**config.mk**
```make
export PLATFORM = sky130hd
export DESIGN_NAME = alu16_with_sticky_flags
export DESIGN_NICKNAME = d
export VERILOG_FILES = /design/src/sv/a16sf_pkg.sv /design/src/sv/alu16_with_sticky_flags.sv /design/src/sv/a16sf_div.sv /design/src/sv/a16sf_alu.sv
export SDC_FILE = /design/constraint.sdc
export NUM_CORES = 1
export LEC_CHECK = 0
export BUFFER_PORTS_ARGS = -buffer_cell sky130_fd_sc_hd__buf_2
export CELL_PAD_IN_SITES_DETAIL_PLACEMENT = 2
export CELL_PAD_IN_SITES_GLOBAL_PLACEMENT = 2
export CORE_AREA = 2 2 203 305
export DETAILED_ROUTE_END_ITERATION = 7
export DIE_AREA = 0 0 205 307
export PLACE_DENSITY_LB_ADDON = 0.25
export REMOVE_ABC_BUFFERS = 1
export SETUP_SLACK_MARGIN = 0.1
export SLEW_MARGIN = 20
export SYNTH_ARGS = -nofsm -noshare
export SYNTH_HDL_FRONTEND = slang
export SYNTH_SLANG_ARGS = --single-unit
```
**constraint.sdc**
```tcl
create_clock -name i_clk -period 7.8 [get_ports i_clk]
set_input_delay 0.39 -clock i_clk [delete_from_list [all_inputs] [get_ports i_clk]]
set_output_delay 0.39 -clock i_clk [all_outputs]
set_load 0.02 [all_outputs]
```
**src/sv/a16sf_pkg.sv**
```systemverilog
package a16sf_pkg;

    localparam int DATA_W = 16;
    localparam int FLAG_W = 8;
    localparam int OP_W   = 5;

    // condition register bit positions
    localparam int FLAG_C  = 0;
    localparam int FLAG_Z  = 1;
    localparam int FLAG_N  = 2;
    localparam int FLAG_DZ = 3;

    typedef enum logic [OP_W-1:0] {
        OP_AND  = 5'd0,
        OP_NAND = 5'd1,
        OP_OR   = 5'd2,
        OP_XOR  = 5'd3,
        OP_NOT  = 5'd4,
        OP_TCP  = 5'd5,
        OP_SET  = 5'd6,
        OP_SETB = 5'd7,
        OP_CLR  = 5'd8,
        OP_CLRB = 5'd9,
        OP_LLS  = 5'd10,
        OP_LRS  = 5'd11,
        OP_RL   = 5'd12,
        OP_RLC  = 5'd13,
        OP_RR   = 5'd14,
        OP_UMUL = 5'd15,
        OP_SMUL = 5'd16,
        OP_UDIV = 5'd17,
        OP_SDIV = 5'd18,
        OP_ADD  = 5'd19,
        OP_ADDC = 5'd20,
        OP_CMP  = 5'd21,
        OP_SUB  = 5'd22,
        OP_SUBC = 5'd23,
        OP_RSUB = 5'd24,
        OP_RSBC = 5'd25,
        OP_INC  = 5'd26,
        OP_DEC  = 5'd27,
        OP_LDF  = 5'd28
    } t_op;

    typedef struct packed {
        logic [DATA_W-1:0] value;     // drives the flag update
        logic [DATA_W-1:0] ret;       // returned to the output
        logic              carry;
        logic              rlc;       // carry is replaced, not ORed
        logic              rlc_carry;
        logic              dz;
    } t_alu_res;

    typedef struct packed {
        logic              busy;
        logic [DATA_W-1:0] quo;
    } t_div_stat;

endpackage

```
**src/sv/alu16_with_sticky_flags.sv**
```systemverilog
// An accepted item is registered, then S_EXEC writes its result back to the
// result register; UDIV and SDIV with a nonzero divisor instead wait in S_DIV
// for the divider to finish; a stalled output result delays the write-back.
// One item at a time; a new item is taken the cycle after the previous one
// completes.
// Reset (synchronous, active low) clears the condition register, drops the
// output valid and returns the sequencer to idle.
module alu16_with_sticky_flags (
    input  logic                         i_clk,
    input  logic                         i_rst_n,
    input  logic                         i_in_valid,
    output logic                         o_in_stall,
    input  logic [a16sf_pkg::OP_W-1:0]   i_op,
    input  logic [a16sf_pkg::DATA_W-1:0] i_left,
    input  logic [a16sf_pkg::DATA_W-1:0] i_right,
    output logic                         o_out_valid,
    input  logic                         i_out_stall,
    output logic [a16sf_pkg::DATA_W-1:0] o_result,
    output logic [a16sf_pkg::FLAG_W-1:0] o_flags
);

    typedef enum logic [1:0] {
        S_IDLE,
        S_EXEC,
        S_DIV
    } t_state;

    t_state                       r_state;
    logic                         r_out_valid;
    logic [a16sf_pkg::FLAG_W-1:0] r_cond;
    logic [a16sf_pkg::DATA_W-1:0] r_result;
    logic [a16sf_pkg::OP_W-1:0]   r_op;
    logic [a16sf_pkg::DATA_W-1:0] r_left;
    logic [a16sf_pkg::DATA_W-1:0] r_right;
    logic                         r_neg;

    logic                         accept;
    logic                         is_div;
    logic                         is_sdiv;
    logic                         div_start;
    logic [a16sf_pkg::DATA_W-1:0] mag_l;
    logic [a16sf_pkg::DATA_W-1:0] mag_r;
    logic [a16sf_pkg::DATA_W-1:0] div_q;
    logic                         out_free;
    logic                         finish;
    logic [a16sf_pkg::FLAG_W-1:0] n_cond;
    a16sf_pkg::t_div_stat         div_stat;
    a16sf_pkg::t_alu_res          alu_res;

    assign o_in_stall = (r_state != S_IDLE);
    assign accept     = i_in_valid && !o_in_stall;

    assign is_sdiv   = (i_op == a16sf_pkg::OP_SDIV);
    assign is_div    = (i_op == a16sf_pkg::OP_UDIV) || is_sdiv;
    assign div_start = accept && is_div && (i_right != '0);

    // SDIV runs on magnitudes; the quotient sign is fixed afterwards
    assign mag_l = (is_sdiv && i_left[a16sf_pkg::DATA_W-1])  ? -i_left  : i_left;
    assign mag_r = (is_sdiv && i_right[a16sf_pkg::DATA_W-1]) ? -i_right : i_right;
    assign div_q = r_neg ? -div_stat.quo : div_stat.quo;

    a16sf_div u_div (
        .i_clk      (i_clk),
        .i_rst_n    (i_rst_n),
        .i_start    (div_start),
        .i_dividend (mag_l),
        .i_divisor  (mag_r),
        .o_stat     (div_stat)
    );

    a16sf_alu u_alu (
        .i_op    (r_op),
        .i_left  (r_left),
        .i_right (r_right),
        .i_carry (r_cond[a16sf_pkg::FLAG_C]),
        .i_div_q (div_q),
        .o_res   (alu_res)
    );

    assign out_free = !r_out_valid || !i_out_stall;
    assign finish   = out_free &&
                      ((r_state == S_EXEC) || ((r_state == S_DIV) && !div_stat.busy));

    always_comb begin
        n_cond = r_cond;
        if (r_op == a16sf_pkg::OP_LDF) begin
            n_cond = r_left[a16sf_pkg::FLAG_W-1:0];
        end else begin
            if (alu_res.rlc) begin
                n_cond[a16sf_pkg::FLAG_C] = alu_res.rlc_carry;
            end
            n_cond[a16sf_pkg::FLAG_C]  = n_cond[a16sf_pkg::FLAG_C] | alu_res.carry;
            n_cond[a16sf_pkg::FLAG_Z]  = n_cond[a16sf_pkg::FLAG_Z] | (alu_res.value == '0);
            n_cond[a16sf_pkg::FLAG_N]  = n_cond[a16sf_pkg::FLAG_N] |
                                         alu_res.value[a16sf_pkg::DATA_W-1];
            n_cond[a16sf_pkg::FLAG_DZ] = n_cond[a16sf_pkg::FLAG_DZ] | alu_res.dz;
        end
    end

    always_ff @(posedge i_clk) begin
        if (!i_rst_n) begin
            r_state     <= S_IDLE;
            r_out_valid <= 1'b0;
            r_cond      <= '0;
        end else begin
            unique case (r_state) inside
                S_IDLE: begin
                    if (accept) begin
                        r_state <= div_start ? S_DIV : S_EXEC;
                    end
                end
                S_EXEC, S_DIV: begin
                    if (finish) begin
                        r_state  <= S_IDLE;
                        r_cond   <= n_cond;
                        r_result <= (r_op == a16sf_pkg::OP_LDF) ? '0 : alu_res.ret;
                    end
                end
                default: r_state <= S_IDLE;
            endcase
            // raise valid with a fresh result, drop it once taken
            if (finish) begin
                r_out_valid <= 1'b1;
            end else if (!i_out_stall) begin
                r_out_valid <= 1'b0;
            end
        end
    end

    always_ff @(posedge i_clk) begin
        if (accept) begin
            r_op    <= i_op;
            r_left  <= i_left;
            r_right <= i_right;
            r_neg   <= is_sdiv && (i_left[a16sf_pkg::DATA_W-1] ^ i_right[a16sf_pkg::DATA_W-1]);
        end
    end

    assign o_out_valid = r_out_valid;
    assign o_result    = r_result;
    assign o_flags     = r_cond;

endmodule

```
**src/sv/a16sf_div.sv**
```systemverilog
module a16sf_div (
    input  logic                         i_clk,
    input  logic                         i_rst_n,
    input  logic                         i_start,
    input  logic [a16sf_pkg::DATA_W-1:0] i_dividend,
    input  logic [a16sf_pkg::DATA_W-1:0] i_divisor,
    output a16sf_pkg::t_div_stat         o_stat
);

    localparam int CNT_W = $clog2(a16sf_pkg::DATA_W);
    localparam logic [CNT_W-1:0] CNT_LAST = CNT_W'(a16sf_pkg::DATA_W - 1);

    logic                         r_busy;
    logic [CNT_W-1:0]             r_cnt;
    logic [a16sf_pkg::DATA_W-1:0] r_rem;
    logic [a16sf_pkg::DATA_W-1:0] r_quo;
    logic [a16sf_pkg::DATA_W-1:0] r_dsr;
    logic [a16sf_pkg::DATA_W+1:0] trial;

    // shift in the next dividend bit and try to subtract the divisor
    assign trial = {1'b0, r_rem, r_quo[a16sf_pkg::DATA_W-1]} - {2'b00, r_dsr};

    always_ff @(posedge i_clk) begin
        if (!i_rst_n) begin
            r_busy <= 1'b0;
            r_cnt  <= '0;
        end else if (i_start) begin
            r_busy <= 1'b1;
            r_cnt  <= '0;
        end else if (r_busy) begin
            r_cnt <= r_cnt + 1'b1;
            if (r_cnt == CNT_LAST) begin
                r_busy <= 1'b0;
            end
        end
    end

    always_ff @(posedge i_clk) begin
        if (i_start) begin
            r_rem <= '0;
            r_quo <= i_dividend;
            r_dsr <= i_divisor;
        end else if (r_busy) begin
            if (!trial[a16sf_pkg::DATA_W+1]) begin
                r_rem <= trial[a16sf_pkg::DATA_W-1:0];
                r_quo <= {r_quo[a16sf_pkg::DATA_W-2:0], 1'b1};
            end else begin
                r_rem <= {r_rem[a16sf_pkg::DATA_W-2:0], r_quo[a16sf_pkg::DATA_W-1]};
                r_quo <= {r_quo[a16sf_pkg::DATA_W-2:0], 1'b0};
            end
        end
    end

    assign o_stat.busy = r_busy;
    assign o_stat.quo  = r_quo;

endmodule

```
**src/sv/a16sf_alu.sv**
```systemverilog
module a16sf_alu (
    input  logic [a16sf_pkg::OP_W-1:0]   i_op,
    input  logic [a16sf_pkg::DATA_W-1:0] i_left,
    input  logic [a16sf_pkg::DATA_W-1:0] i_right,
    input  logic                         i_carry,
    input  logic [a16sf_pkg::DATA_W-1:0] i_div_q,
    output a16sf_pkg::t_alu_res          o_res
);

    logic               big;
    logic [3:0]         sh;
    logic [15:0]        bit_mask;
    logic [31:0]        rl_w;
    logic [31:0]        rr_w;
    logic [8:0]         m1;
    logic [7:0]         m2;
    logic [5:0]         m3;
    logic [4:0]         s17;
    logic [16:0]        rx;
    logic [33:0]        ry;
    logic [16:0]        rot;
    logic signed [15:0] sprod;
    logic [16:0]        w;

    assign big      = |i_right[15:4];
    assign sh       = i_right[3:0];
    assign bit_mask = 16'h0001 << sh;
    assign rl_w     = {i_left, i_left} << sh;
    assign rr_w     = {i_left, i_left} >> sh;

    // right mod 17: 256 and 1 are congruent, 16 and -1 are congruent
    assign m1  = {1'b0, i_right[15:8]} + {1'b0, i_right[7:0]};
    assign m2  = m1[7:0] + {7'd0, m1[8]};
    assign m3  = {2'b00, m2[3:0]} + 6'd17 - {2'b00, m2[7:4]};
    assign s17 = (m3 >= 6'd17) ? 5'(m3 - 6'd17) : m3[4:0];

    assign rx  = {i_carry, i_left};
    assign ry  = {rx, rx} << s17;
    assign rot = ry[33:17];

    assign sprod = $signed({{8{i_left[7]}}, i_left[7:0]}) *
                   $signed({{8{i_right[7]}}, i_right[7:0]});

    always_comb begin
        w               = '0;
        o_res.value     = '0;
        o_res.carry     = 1'b0;
        o_res.rlc       = 1'b0;
        o_res.rlc_carry = rot[16];
        o_res.dz        = 1'b0;
        unique case (i_op) inside
            a16sf_pkg::OP_AND:  o_res.value = i_left & i_right;
            a16sf_pkg::OP_NAND: o_res.value = ~(i_left & i_right);
            a16sf_pkg::OP_OR:   o_res.value = i_left | i_right;
            a16sf_pkg::OP_XOR:  o_res.value = i_left ^ i_right;
            a16sf_pkg::OP_NOT:  o_res.value = ~i_left;
            a16sf_pkg::OP_TCP:  o_res.value = 16'd0 - i_left;
            a16sf_pkg::OP_SET:  o_res.value = 16'hffff;
            a16sf_pkg::OP_SETB: o_res.value = big ? i_left : (i_left | bit_mask);
            a16sf_pkg::OP_CLR:  o_res.value = '0;
            a16sf_pkg::OP_CLRB: o_res.value = big ? i_left : (i_left & ~bit_mask);
            a16sf_pkg::OP_LLS:  o_res.value = big ? 16'd0 : (i_left << sh);
            a16sf_pkg::OP_LRS:  o_res.value = big ? 16'd0 : (i_left >> sh);
            a16sf_pkg::OP_RL:   o_res.value = rl_w[31:16];
            a16sf_pkg::OP_RLC: begin
                o_res.value = rot[15:0];
                o_res.rlc   = 1'b1;
            end
            a16sf_pkg::OP_RR:   o_res.value = rr_w[15:0];
            a16sf_pkg::OP_UMUL: o_res.value = {8'd0, i_left[7:0]} * {8'd0, i_right[7:0]};
            a16sf_pkg::OP_SMUL: o_res.value = sprod;
            a16sf_pkg::OP_UDIV, a16sf_pkg::OP_SDIV: begin
                o_res.dz    = (i_right == 16'd0);
                o_res.value = o_res.dz ? 16'd0 : i_div_q;
            end
            a16sf_pkg::OP_ADD:  w = {1'b0, i_left} + {1'b0, i_right};
            a16sf_pkg::OP_ADDC: w = {1'b0, i_left} + {1'b0, i_right} + {16'd0, i_carry};
            a16sf_pkg::OP_CMP, a16sf_pkg::OP_SUB:
                w = {1'b0, i_left} - {1'b0, i_right};
            a16sf_pkg::OP_SUBC: w = {1'b0, i_left} - {1'b0, i_right} - {16'd0, i_carry};
            a16sf_pkg::OP_RSUB: w = {1'b0, i_right} - {1'b0, i_left};
            a16sf_pkg::OP_RSBC: w = {1'b0, i_right} - {1'b0, i_left} - {16'd0, i_carry};
            a16sf_pkg::OP_INC:  w = {1'b0, i_left} + 17'd1;
            a16sf_pkg::OP_DEC:  w = {1'b0, i_left} - 17'd1;
            default:            o_res.value = '0;
        endcase
        case (i_op) inside
            a16sf_pkg::OP_ADD, a16sf_pkg::OP_ADDC, a16sf_pkg::OP_CMP, a16sf_pkg::OP_SUB,
            a16sf_pkg::OP_SUBC, a16sf_pkg::OP_RSUB, a16sf_pkg::OP_RSBC, a16sf_pkg::OP_INC,
            a16sf_pkg::OP_DEC: begin
                o_res.value = w[15:0];
                o_res.carry = w[16];
            end
            default: ;
        endcase
        // compare returns left but flags follow the difference
        o_res.ret = (i_op == a16sf_pkg::OP_CMP) ? i_left : o_res.value;
    end

endmodule

```
* After elaboration in Yosys (flattened, before gate mapping)
Cells that the tools add are included.
** Storage, ports and cells
- Bits of input ports :: 41
- Bits in registers :: 118
** Cells by class
- Bitwise logic cells :: 14
- Multiply operators :: 2
- Muxes and demuxes :: 32
- Shifts and indexed selects :: 6
- $lt $le $gt $ge :: 1
- Reductions and logical operators :: 32
- Eq/ne operators :: 35
- Add/subtract/negate cells :: 19
** Operators by type and width (number)
- $pmux W16 S17 :: 1
- $mux W16 :: 13
- $pmux W17 S8 :: 1
- $eq A5 B5 Y1 const B :: 15
- $neg A16 Y16 :: 3
- $not A16 Y16 :: 3
- $eq A5 B4 Y1 const B :: 7
- $shl A34 B5 Y34 :: 1
- $sub A16 B16 Y17 :: 2
- $sub A17 B1 Y17 :: 2
- $and A16 B16 Y16 :: 2
- $logic_not A16 Y1 :: 2
- $mul A8 B8 Y16 :: 2
- $or A16 B16 Y16 :: 2
- $shl A32 B4 Y32 :: 1
- $shr A32 B4 Y16 :: 1
- $eq A5 B3 Y1 const B :: 4
- $sub A17 B16 Y18 :: 1
- $add A16 B1 Y17 const B :: 1
- $add A16 B16 Y17 :: 1
- $add A17 B1 Y17 :: 1
- $sub A16 B1 Y17 const B :: 1
- $reduce_bool A16 Y1 :: 1
- $shl A1 B4 Y16 const A :: 1
- other kinds (37) :: 72

* Depth between registers and ports, before layout
Gate-level depths: netlist of run 1.
- Depth in word-level cells :: 12
- Depth in mapped cells :: 36

* Cells and area by module
A second synthesis of run 1 with hierarchy kept.
** Unflattened totals
- Cells, all modules :: 2759
- Area, all modules :: 22251.3 µm²
** By module, submodules not included
- a16sf_alu :: times used 1, cells each 2194, area an instance 15932.8 µm²
- alu16_with_sticky_flags :: times used 1, cells each 296, area an instance 3363.2 µm²
- a16sf_div :: times used 1, cells each 269, area an instance 2955.3 µm²

* Worst setup path after synthesis of run 1
OpenSTA, ideal clock, no wires.
- Path kind :: register to register
- From :: reg r_right[1] (netlist name)
- To :: reg r_result (netlist bit o_result[14]), data pin
- Setup slack :: 0.372 ns
- Cell stages (with the launch flop) :: 33
- Data arrival time :: 7.158 ns
- Setup time :: 0.270 ns
- Buffers on the path :: 4
- Period minus slack after synthesis :: 7.428 ns
- Cells stage by stage :: edfxtp_1 > buf_6 > buf_2 > buf_4 > clkinv_1 > fa_1 > inv_1 > a21oi_1 > o21ai_0 > a21oi_1 > o21bai_1 > a21o_1 > a21o_1 > ha_1 > nand3_1 > nor2_1 > xor2_1 > ha_1 > inv_1 > ha_1 > buf_1 > inv_1 > ha_1 > o32ai_2 > o21a_1 > mux2_2 > o22ai_1 > nor2_1 > o22ai_1 > a211oi_1 > or4_1 > a211oi_1 > a21oi_1
** On the way
- Cells in the longest elaborated chain, start to end :: 10
- Elaborated cells between the ends (all ways) :: 34
- Those cells by class :: add/sub: 11; mul: 2; order compare: 1; shift: 6; mux: 10; bitwise: 3; reduce/logical: 1
** Ends and longest elaborated chain
- from (decl) :: line alu16_with_sticky_flags.sv:34 : logic [a16sf_pkg::DATA_W-1:0] r_right;
- from (signal assigned) :: line alu16_with_sticky_flags.sv:134 : r_right <= i_right;
- $add A8 B8 Y9 :: line a16sf_alu.sv:32 : assign m1 = {1'b0, i_right[15:8]} + {1'b0, i_right[7:0]};
- $add A8 B1 Y8 :: line a16sf_alu.sv:33 : assign m2 = m1[7:0] + {7'd0, m1[8]};
- $add A4 B5 Y6 :: line a16sf_alu.sv:34 : assign m3 = {2'b00, m2[3:0]} + 6'd17 - {2'b00, m2[7:4]};
- $sub A6 B4 Y6 :: line a16sf_alu.sv:34
- $sub A5 B5 Y5 / $ge A6 B5 Y1 (equally long branches) :: line a16sf_alu.sv:35 : assign s17 = (m3 >= 6'd17) ? 5'(m3 - 6'd17) : m3[4:0];
- $mux W5 :: line a16sf_alu.sv:35
- $shl A34 B5 Y34 :: line a16sf_alu.sv:38 : assign ry = {rx, rx} << s17;
- $pmux W16 S17 :: line a16sf_alu.sv:51 : unique case (i_op) inside
- $mux W16 * :: line a16sf_alu.sv:87 : case (i_op) inside
- $mux W16 * :: line a16sf_alu.sv:97 : o_res.ret = (i_op == a16sf_pkg::OP_CMP) ? i_left : o_res.value;
- to (signal assigned) :: line alu16_with_sticky_flags.sv:116 : r_result <= (r_op == a16sf_pkg::OP_LDF) ? '0 : alu_res.ret;
- to (decl) :: line alu16_with_sticky_flags.sv:31 : logic [a16sf_pkg::DATA_W-1:0] r_result;
Every way passes the cells marked *; elsewhere a longest branch is shown, timed or not.
A chain may end at the register's enable or synchronous reset.

* Worst setup path in the final report of run 1
- From :: reg r_left[1] (netlist name)
- To :: reg r_cond (netlist bit o_flags[1])
** On the way
- Cells in the longest elaborated chain, start to end :: 7
- Elaborated cells between the ends (all ways) :: 33
- Those cells by class :: add/sub: 9; mul: 2; shift: 5; mux: 8; bitwise: 8; reduce/logical: 1
** Ends and longest elaborated chain
- from (decl) :: line alu16_with_sticky_flags.sv:33 : logic [a16sf_pkg::DATA_W-1:0] r_left;
- from (signal assigned) :: line alu16_with_sticky_flags.sv:133 : r_left <= i_left;
- $sub A16 B16 Y17 (tied with other cells) :: line a16sf_alu.sv:81, a16sf_alu.sv:82
- $sub A17 B1 Y17 (tied with other cells) :: line a16sf_alu.sv:82 : a16sf_pkg::OP_RSBC: w = {1'b0, i_right} - {1'b0, i_left} - {16'd0, i_carry};
- $pmux W17 S8 / $pmux W16 S17 (equally long branches) :: line a16sf_alu.sv:51
- $mux W16 :: line a16sf_alu.sv:87
- $logic_not A16 Y1 :: line alu16_with_sticky_flags.sv:93 : n_cond[a16sf_pkg::FLAG_Z] = n_cond[a16sf_pkg::FLAG_Z] | (alu_res.value == '0);
- $or A1 B1 Y1 :: line alu16_with_sticky_flags.sv:93
- $mux W4 * :: line alu16_with_sticky_flags.sv:86 : if (r_op == a16sf_pkg::OP_LDF) begin
- to (signal assigned) :: line alu16_with_sticky_flags.sv:115 : r_cond <= n_cond;
- to (decl) :: line alu16_with_sticky_flags.sv:30 : logic [a16sf_pkg::FLAG_W-1:0] r_cond;
Marks and branches as above.

==> results.ini, run 1 <==
[timing]
fmax_mhz = 135
finalSetupViolCount = 0
slew_viol_final = 0
hold_viol_final = 0
clock_skew_ns = 0.0155
slew_headroom = 0.169
rsz0062_at_grt = yes
tightest_slew_ns = 1.25
holdWs_ns = 0.136
fin_crit_sh = 0.950
layout_min_cycle_time_ns = 7.41

[clock_tree]
numCtsBuffers = 17
htreeDepth = 4
cts_root_buf = clkbuf_16
cts_tree = built
clk_latency_ns = 0.48
cts.path.max_buffers = 2
clock_sinks = 118
path_clk_slew_ns = 0.07

[die]
die-area_um2 = 62900
dieHeight_um = 307
start_util = 0.356
top_level_ports = 67
core_area_um2 = 60600
rows = 111
die_w_um = 205

[detailed_routing]
drtPass1Iterations = 7
drc = 0
via_per_inst = 6.64
drtAntennaViolNets = 0
vias = 23600
wirelength_um = 132000
wl_per_cell_um = 37.2
drt_iter0_markers = 1683

[place]
gp_congestion = 1.04
hpwlAfterDp_um = 103000
port_buffers = 66

[synthesis]
yosys.cell_count.top_type = nand2_1
synthFlopType = edfxtp_1
synth-seq-cells = 118
synthCells = 2710
yosysSeqAreaShare = 0.150
syn_area_um2 = 21500
yosys_warnings = 0
yosysTopAreaCell = edfxtp_1
async_flop_share = 0
synth_cell_types = 118
synth_edf_count = 86
synthTopCellsByCount = 267 x nand2_1, 266 x nor2_1, 212 x inv_1
ys_top_cells_by_area = edfxtp_1 12%, ha_1 11%, fa_1 8.6%
synth_top_area_frac = 0.120
syn_avg_cell_area_um2 = 7.95

[global_route]
antenna_found_initial = 14
track_usage = 0.421
grt_overflow = 0
grt_max_degree = 53
grt_pass1_wl_um = 188000
grt_pass1_vias = 25600

[layout]
final_nets = 3062
areaGrowthSynthToFinish_pct = 10.4
postLayoutCoreUtil = 0.392
fillers = 6992
drive_gt1_frac = 0.126

[power]
peakVddDrop_mv = 0.351
power.internal_mw = 3.42
swShare = 0.593
power.share.clock = 0.100
combPwrFrac = 0.801
leakage_nw = 10.0
pwr_density_cell_nw_per_um2 = 353
seq_power_share = 0.099
p_sw_mw = 4.98

[worst_setup_path]
crit_required_ns = 8.22
cp-end-kind = flop
criticalPathCategory = flop to flop
start_kind = flop
cp_max_fo = 5
critPathArrivalTime_ns = 7.83

[run]
cap_violations = 0

[outcome]
status = completed

[min_path]
hp-class = primary input to flop

## path summary, 6_finish.rpt
| check | to | startpoint | slack (ns) | cells past startpoint |
|---|---|---|---|---|
| worst min-delay path | r_op[3]$_DFFE_PP_ | i_op[3] | 0.14 | 1 |
| worst max register to register | o_flags[1]$_SDFFE_PN0P_ | r_left[1]$_DFFE_PP_ | 0.39 | 22 |
| worst min register to register | u_div.r_rem[9]$_SDFFE_PP0P_ | u_div.r_rem[8]$_SDFFE_PP0P_ | 0.48 | 2 |
| worst max-delay path | o_flags[1]$_SDFFE_PN0P_ | r_left[1]$_DFFE_PP_ | 0.39 | 22 |
## what timing repair did
item	4_1_cts	5_1_grt
buffers inserted	0	2
hold buffers	0	0
setup endpoints to repair	6	10
pin swaps	0	2
gates resized for setup	7	24
## layout by cell type (no fill, tap or decap), types with 74 or more instances in the layout
master    synthesis  final
nand2_1         267    267
xnor2_1         118    115
nor2_1          266    261
o21ai_0         132    129
buf_4             5    103
a21oi_1         136    134
mux2i_1          76     74
edfxtp_1         86     86
inv_1           212    212
fa_1             92     91
ha_1            184    184
## layer usage
metal | up-vias | GRT usage | wire length [um] | share of wire
met1 | 12000 | 0.428 | 45200 | 0.34
met2 | 1038 | 0.711 | 63300 | 0.48
li1 | 9929 | - | - | -
met3 | 564 | 0.0950 | 8380 | 0.063
met4 | 16 | 0.389 | 15100 | 0.11
met5 | - | 0 | 102 | 0.00077
## power groups by stage
stage                     Combinational [mW]  Clock [mW]  Sequential [mW]
after global placement                  6.14           0            0.838
after global routing                    7.11       0.872            0.835
final                                   6.72       0.841            0.832
after CTS                               6.42       0.855            0.829
after floorplan                         3.75           0            0.858
after detailed placement                6.30           0            0.842
## state kept, by name (all words and copies together) (netlist names), 2 cells and up
name	count
u_div.r_quo	16
r_right	16
o_result	16
u_div.r_rem	16
r_state	2
u_div.r_dsr	16
r_left	16
o_flags	8
u_div.r_cnt	4
r_op	5
## metrics by stage
step / cells / worst slack (ns) / instance area, um2 / setup TNS, ns / total power [mW]
detailed placement: 3513 / -0.541 / 23000 / -1.49 / 7.14
floorplan: 2557 / -1.08 / 20900 / -11.59 / 4.61
CTS: 3545 / 0.150 / 23600 / 0 / 8.10
finish: 3553 / 0.392 / 23800 / 0 / 8.40
global placement: 3513 / -0.316 / 23000 / -0.561 / 6.98
global route: 3549 / 0.0732 / 23800 / 0 / 8.81
## layout make-up
cell class	count	area (um2)	area share
diodes	4	10.0	0.000421
flip-flops and latches	118	3220	0.136
well taps	791	990	0.0416
inverters	224	841	0.0354
clock buffers	17	425	0.0179
repair buffers	169	1100	0.0464
clock inverters	15	171	0.00721
multi-input cells	2215	17000	0.715
## critical path, stage by stage (launching register included)
cell and delay [ns]:
edfxtp_1 0.67, clkinv_1 0.36, nor2_1 0.33, ha_1 0.29, fa_1 0.45, ha_1 0.30
inv_1 0.05, fa_1 0.48, inv_1 0.05, ha_1 0.24, fa_1 0.49, a21o_1 0.18
a21oi_1 0.30, xor2_1 0.38, o22ai_1 0.21, a221o_1 0.34, a2111oi_2 0.33, nand4_1 0.25
a2111oi_2 0.60, nand4b_1 0.35, nor4_1 0.34, and3_1 0.20, a41o_1 0.16
## kinds of logic after synthesis
| family | share of synthesized area |
|---|---|
| AND/OR/NAND/NOR | 0.198 |
| AO/OA/AOI/OAI | 0.239 |
| buffers and inverters | 0.0707 |
| adder cells (fa/ha/maj) | 0.192 |
| XOR/XNOR | 0.0752 |
| multiplexers | 0.0745 |
| flip-flops | 0.150 |
(Power assumes the default switching activity.)
==> run 2: changes to the inputs <==
--- a/config.mk
+++ b/config.mk
@@ -5,12 +5,13 @@
 export SDC_FILE = /design/constraint.sdc
 export NUM_CORES = 1
 export LEC_CHECK = 0
+export ABC_AREA = 1
 export BUFFER_PORTS_ARGS = -buffer_cell sky130_fd_sc_hd__buf_2
 export CELL_PAD_IN_SITES_DETAIL_PLACEMENT = 2
 export CELL_PAD_IN_SITES_GLOBAL_PLACEMENT = 2
-export CORE_AREA = 2 2 203 305
+export CORE_AREA = 3 3 213 319
 export DETAILED_ROUTE_END_ITERATION = 7
-export DIE_AREA = 0 0 205 307
+export DIE_AREA = 0 0 216 322
 export PLACE_DENSITY_LB_ADDON = 0.25
 export REMOVE_ABC_BUFFERS = 1
 export SETUP_SLACK_MARGIN = 0.1
==> run 2 against run 1 <==
Effect of this change:
- routed wire length down 6.1%
- global-route usage down 7.1 points
- sequential share of layout area up 0.11 points
- final area down 0.80%
- worst setup slack better by 0.19 ns
- final cell count up 22%
- clock skew about the same
- synthesized cell count up 26%
- highest routed layer unchanged
- largest cell class unchanged
- non-clock buffer count down 30
==> results.ini, run 2 <==
[run]
cap_violations = 0  ; unchanged

[worst_setup_path]
cp-end-kind = flop
crit_required_ns = 8.19  ; -0.03 ns
critical_path.top_delay_family = simple AND/OR/NAND/NOR gates
path_buf_inv = 6  ; +3
cp_max_fo = 25  ; +20
start_kind = flop
critPathArrivalTime_ns = 7.61  ; -0.22 ns
max_stage_delay_ns = 0.46  ; -0.21 ns
crit_path_top_delay_cell = ha_1
criticalPathCategory = flop to flop

[clock_tree]
clock_sinks = 118  ; unchanged
clk_latency_ns = 0.46  ; -0.02 ns
cts_hold_buf = 0  ; unchanged
cts_root_buf = clkbuf_16
numCtsBuffers = 17  ; unchanged
cts.path.max_buffers = 2  ; unchanged
path_clk_slew_ns = 0.07  ; about the same
cts_tree = built
htreeDepth = 4  ; unchanged

[layout]
final_common_cell = nand2_1
fillers = 8276  ; +18%
layout_common_cells = 924 x nand2_1, 463 x inv_1, 291 x nand3_1
postLayoutCoreUtil = 0.359  ; -0.0332
final_nets = 3764  ; +23%
drive_gt1_frac = 0.0809  ; -0.0449
areaGrowthSynthToFinish_pct = 9.78

[die]
dieHeight_um = 322  ; +4.9%
top_level_ports = 67  ; unchanged
core_area_um2 = 65600  ; +8.4%
die_w_um = 216  ; +5.4%
start_util = 0.327  ; -0.0283
die-area_um2 = 69600  ; +11%
rows = 115  ; +3.6%

[timing]
fin_crit_sh = 0.926  ; -0.0238
hold_viol_final = 0  ; unchanged
slew_headroom = 0.135  ; -0.0340
rsz0062_at_grt = no
fmax_mhz = 138  ; +2.6%
finalSetupViolCount = 0  ; unchanged
slew_viol_final = 0  ; unchanged
clock_skew_ns = 0.0156  ; +0.000138 ns
layout_min_cycle_time_ns = 7.22  ; -0.186 ns
tightest_slew_ns = 1.29  ; +0.0477 ns

[place]
port_buffers = 66  ; unchanged
gp_congestion = 0.998  ; -4.3%
hpwlAfterDp_um = 101000  ; -2.1%

[synthesis]
synth-seq-cells = 118  ; unchanged
yosys.cell_count.top_type = nand2_1
syn_area_um2 = 21500  ; -0.27%
yosysTopAreaCell = nand2_1
yosys_warnings = 0  ; unchanged
synthTopCellsByCount = 926 x nand2_1, 465 x inv_1, 291 x nand3_1
async_flop_share = 0  ; unchanged
synth_cell_types = 68  ; -42%
ys_top_cells_by_area = nand2_1 16%, edfxtp_1 12%, ha_1 11%
synthFlopType = edfxtp_1
synth_top_area_frac = 0.162  ; +0.0419
synth_edf_count = 86  ; unchanged
yosysSeqAreaShare = 0.150  ; +0.000410
synthCells = 3405  ; +26%
syn_avg_cell_area_um2 = 6.31  ; -21%

[detailed_routing]
via_per_inst = 5.77  ; -13%
drc = 0  ; unchanged
drtAntennaViolNets = 0  ; unchanged
wl_per_cell_um = 28.6  ; -23%
wirelength_um = 124000  ; -6.1%
drt_iter0_markers = 1511  ; -10%
drtPass1Iterations = 7  ; unchanged
vias = 25100  ; +6.2%

[global_route]
antenna_found_initial = 7  ; -7
track_usage = 0.350  ; -0.0714
grt_pass1_vias = 27900  ; +9.1%
met2_usage = 0.643  ; -0.0678
grt_max_degree = 50  ; -5.7%
grt_pass1_wl_um = 181000  ; -3.8%
grt_use_met1 = 0.343  ; -0.0855
busiest_layer = met2
grt_util_met3 = 0.0488  ; -0.0462
grt_overflow = 0  ; unchanged

[outcome]
status = completed

[min_path]
hp-class = primary input to flop

-- run 2: cell count changes after synthesis, moves of 75 or more --
cell	before	now
nand2_1	267	926
inv_1	212	465
nand3_1	61	291
o21ai_0	132	264
xnor2_1	118	24
a21oi_1	136	211
-- run 2: layout make-up --
type | instances | area [um2] | share of cell area
inverter | 491 | 1850 | 0.0786
tap | 877 | 1100 | 0.0465
antenna | 4 | 10.0 | 0.000425
clock inverter | 15 | 181 | 0.00770
sequential | 118 | 3220 | 0.137
timing repair buffer | 139 | 878 | 0.0373
multi-input combinational | 2680 | 15900 | 0.675
clock buffer | 17 | 425 | 0.0180
-- run 2: timing repair --
item | in CTS | in global routing
gates resized for setup | 1 | 9
buffers inserted | 0 | 7
pin swaps | 0 | 4
setup endpoints to repair | 5 | 19
endpoints found under the hold margin | 0 | 0
cloned | 0 | 3
-- run 2: kinds of logic (layout without fill, tap and decap cells) --
logic type                 Yosys count  after routing  synth area share
AOI/OAI and AO/OA                  631            634             0.166
DFF                                118            118             0.150
muxes                                5              5           0.00233
adders and majority gates          276            276             0.193
buffers and inverters              610            662             0.113
and+or+nand+nor                   1673           1673             0.336
other                                0              4                 0
xor gates and xnor gates            92             92            0.0398
-- run 2: path summary, 6_finish.rpt --
kind / startpoint / to / slack, ns / cells past startpoint
setup / recovery: r_right[8]$_DFFE_PP_ / o_flags[1]$_SDFFE_PN0P_ / 0.58 / 40
hold / removal: i_op[3] / r_op[3]$_DFFE_PP_ / 0.14 / 1
setup reg to reg: r_right[8]$_DFFE_PP_ / o_flags[1]$_SDFFE_PN0P_ / 0.58 / 40
hold reg to reg: u_div.r_rem[1]$_SDFFE_PP0P_ / u_div.r_rem[1]$_SDFFE_PP0P_ / 0.49 / 2
-- run 2: through the flow --
| stage | instances | instance area [um2] | setup TNS [ns] | hold WS, ns | setup WS (ns) |
|---|---|---|---|---|---|
| after global routing | 4337 | 23600 | 0 | 0.129 | 0.0901 |
| after detailed placement | 4295 | 22800 | -0.157 | 0.486 | -0.129 |
| final | 4341 | 23600 | 0 | 0.136 | 0.577 |
| after CTS | 4327 | 23400 | 0 | 0.121 | 0.311 |
| after floorplan | 3286 | 20900 | 0 | 0.457 | 0.134 |
| after global placement | 4295 | 22800 | 0 | 0.468 | 0.366 |
-- run 2: per-layer routing --
layer | vias to the layer above | wire length, um
li1 | 11200 | -
met1 | 12600 | 42800
met2 | 765 | 63500
met3 | 430 | 4990
met4 | 6 | 12600
met5 | - | 43
Power of run 2 is not shown: default switching activity piles up to over one toggle a cycle in this logic, so the estimate is an artifact.
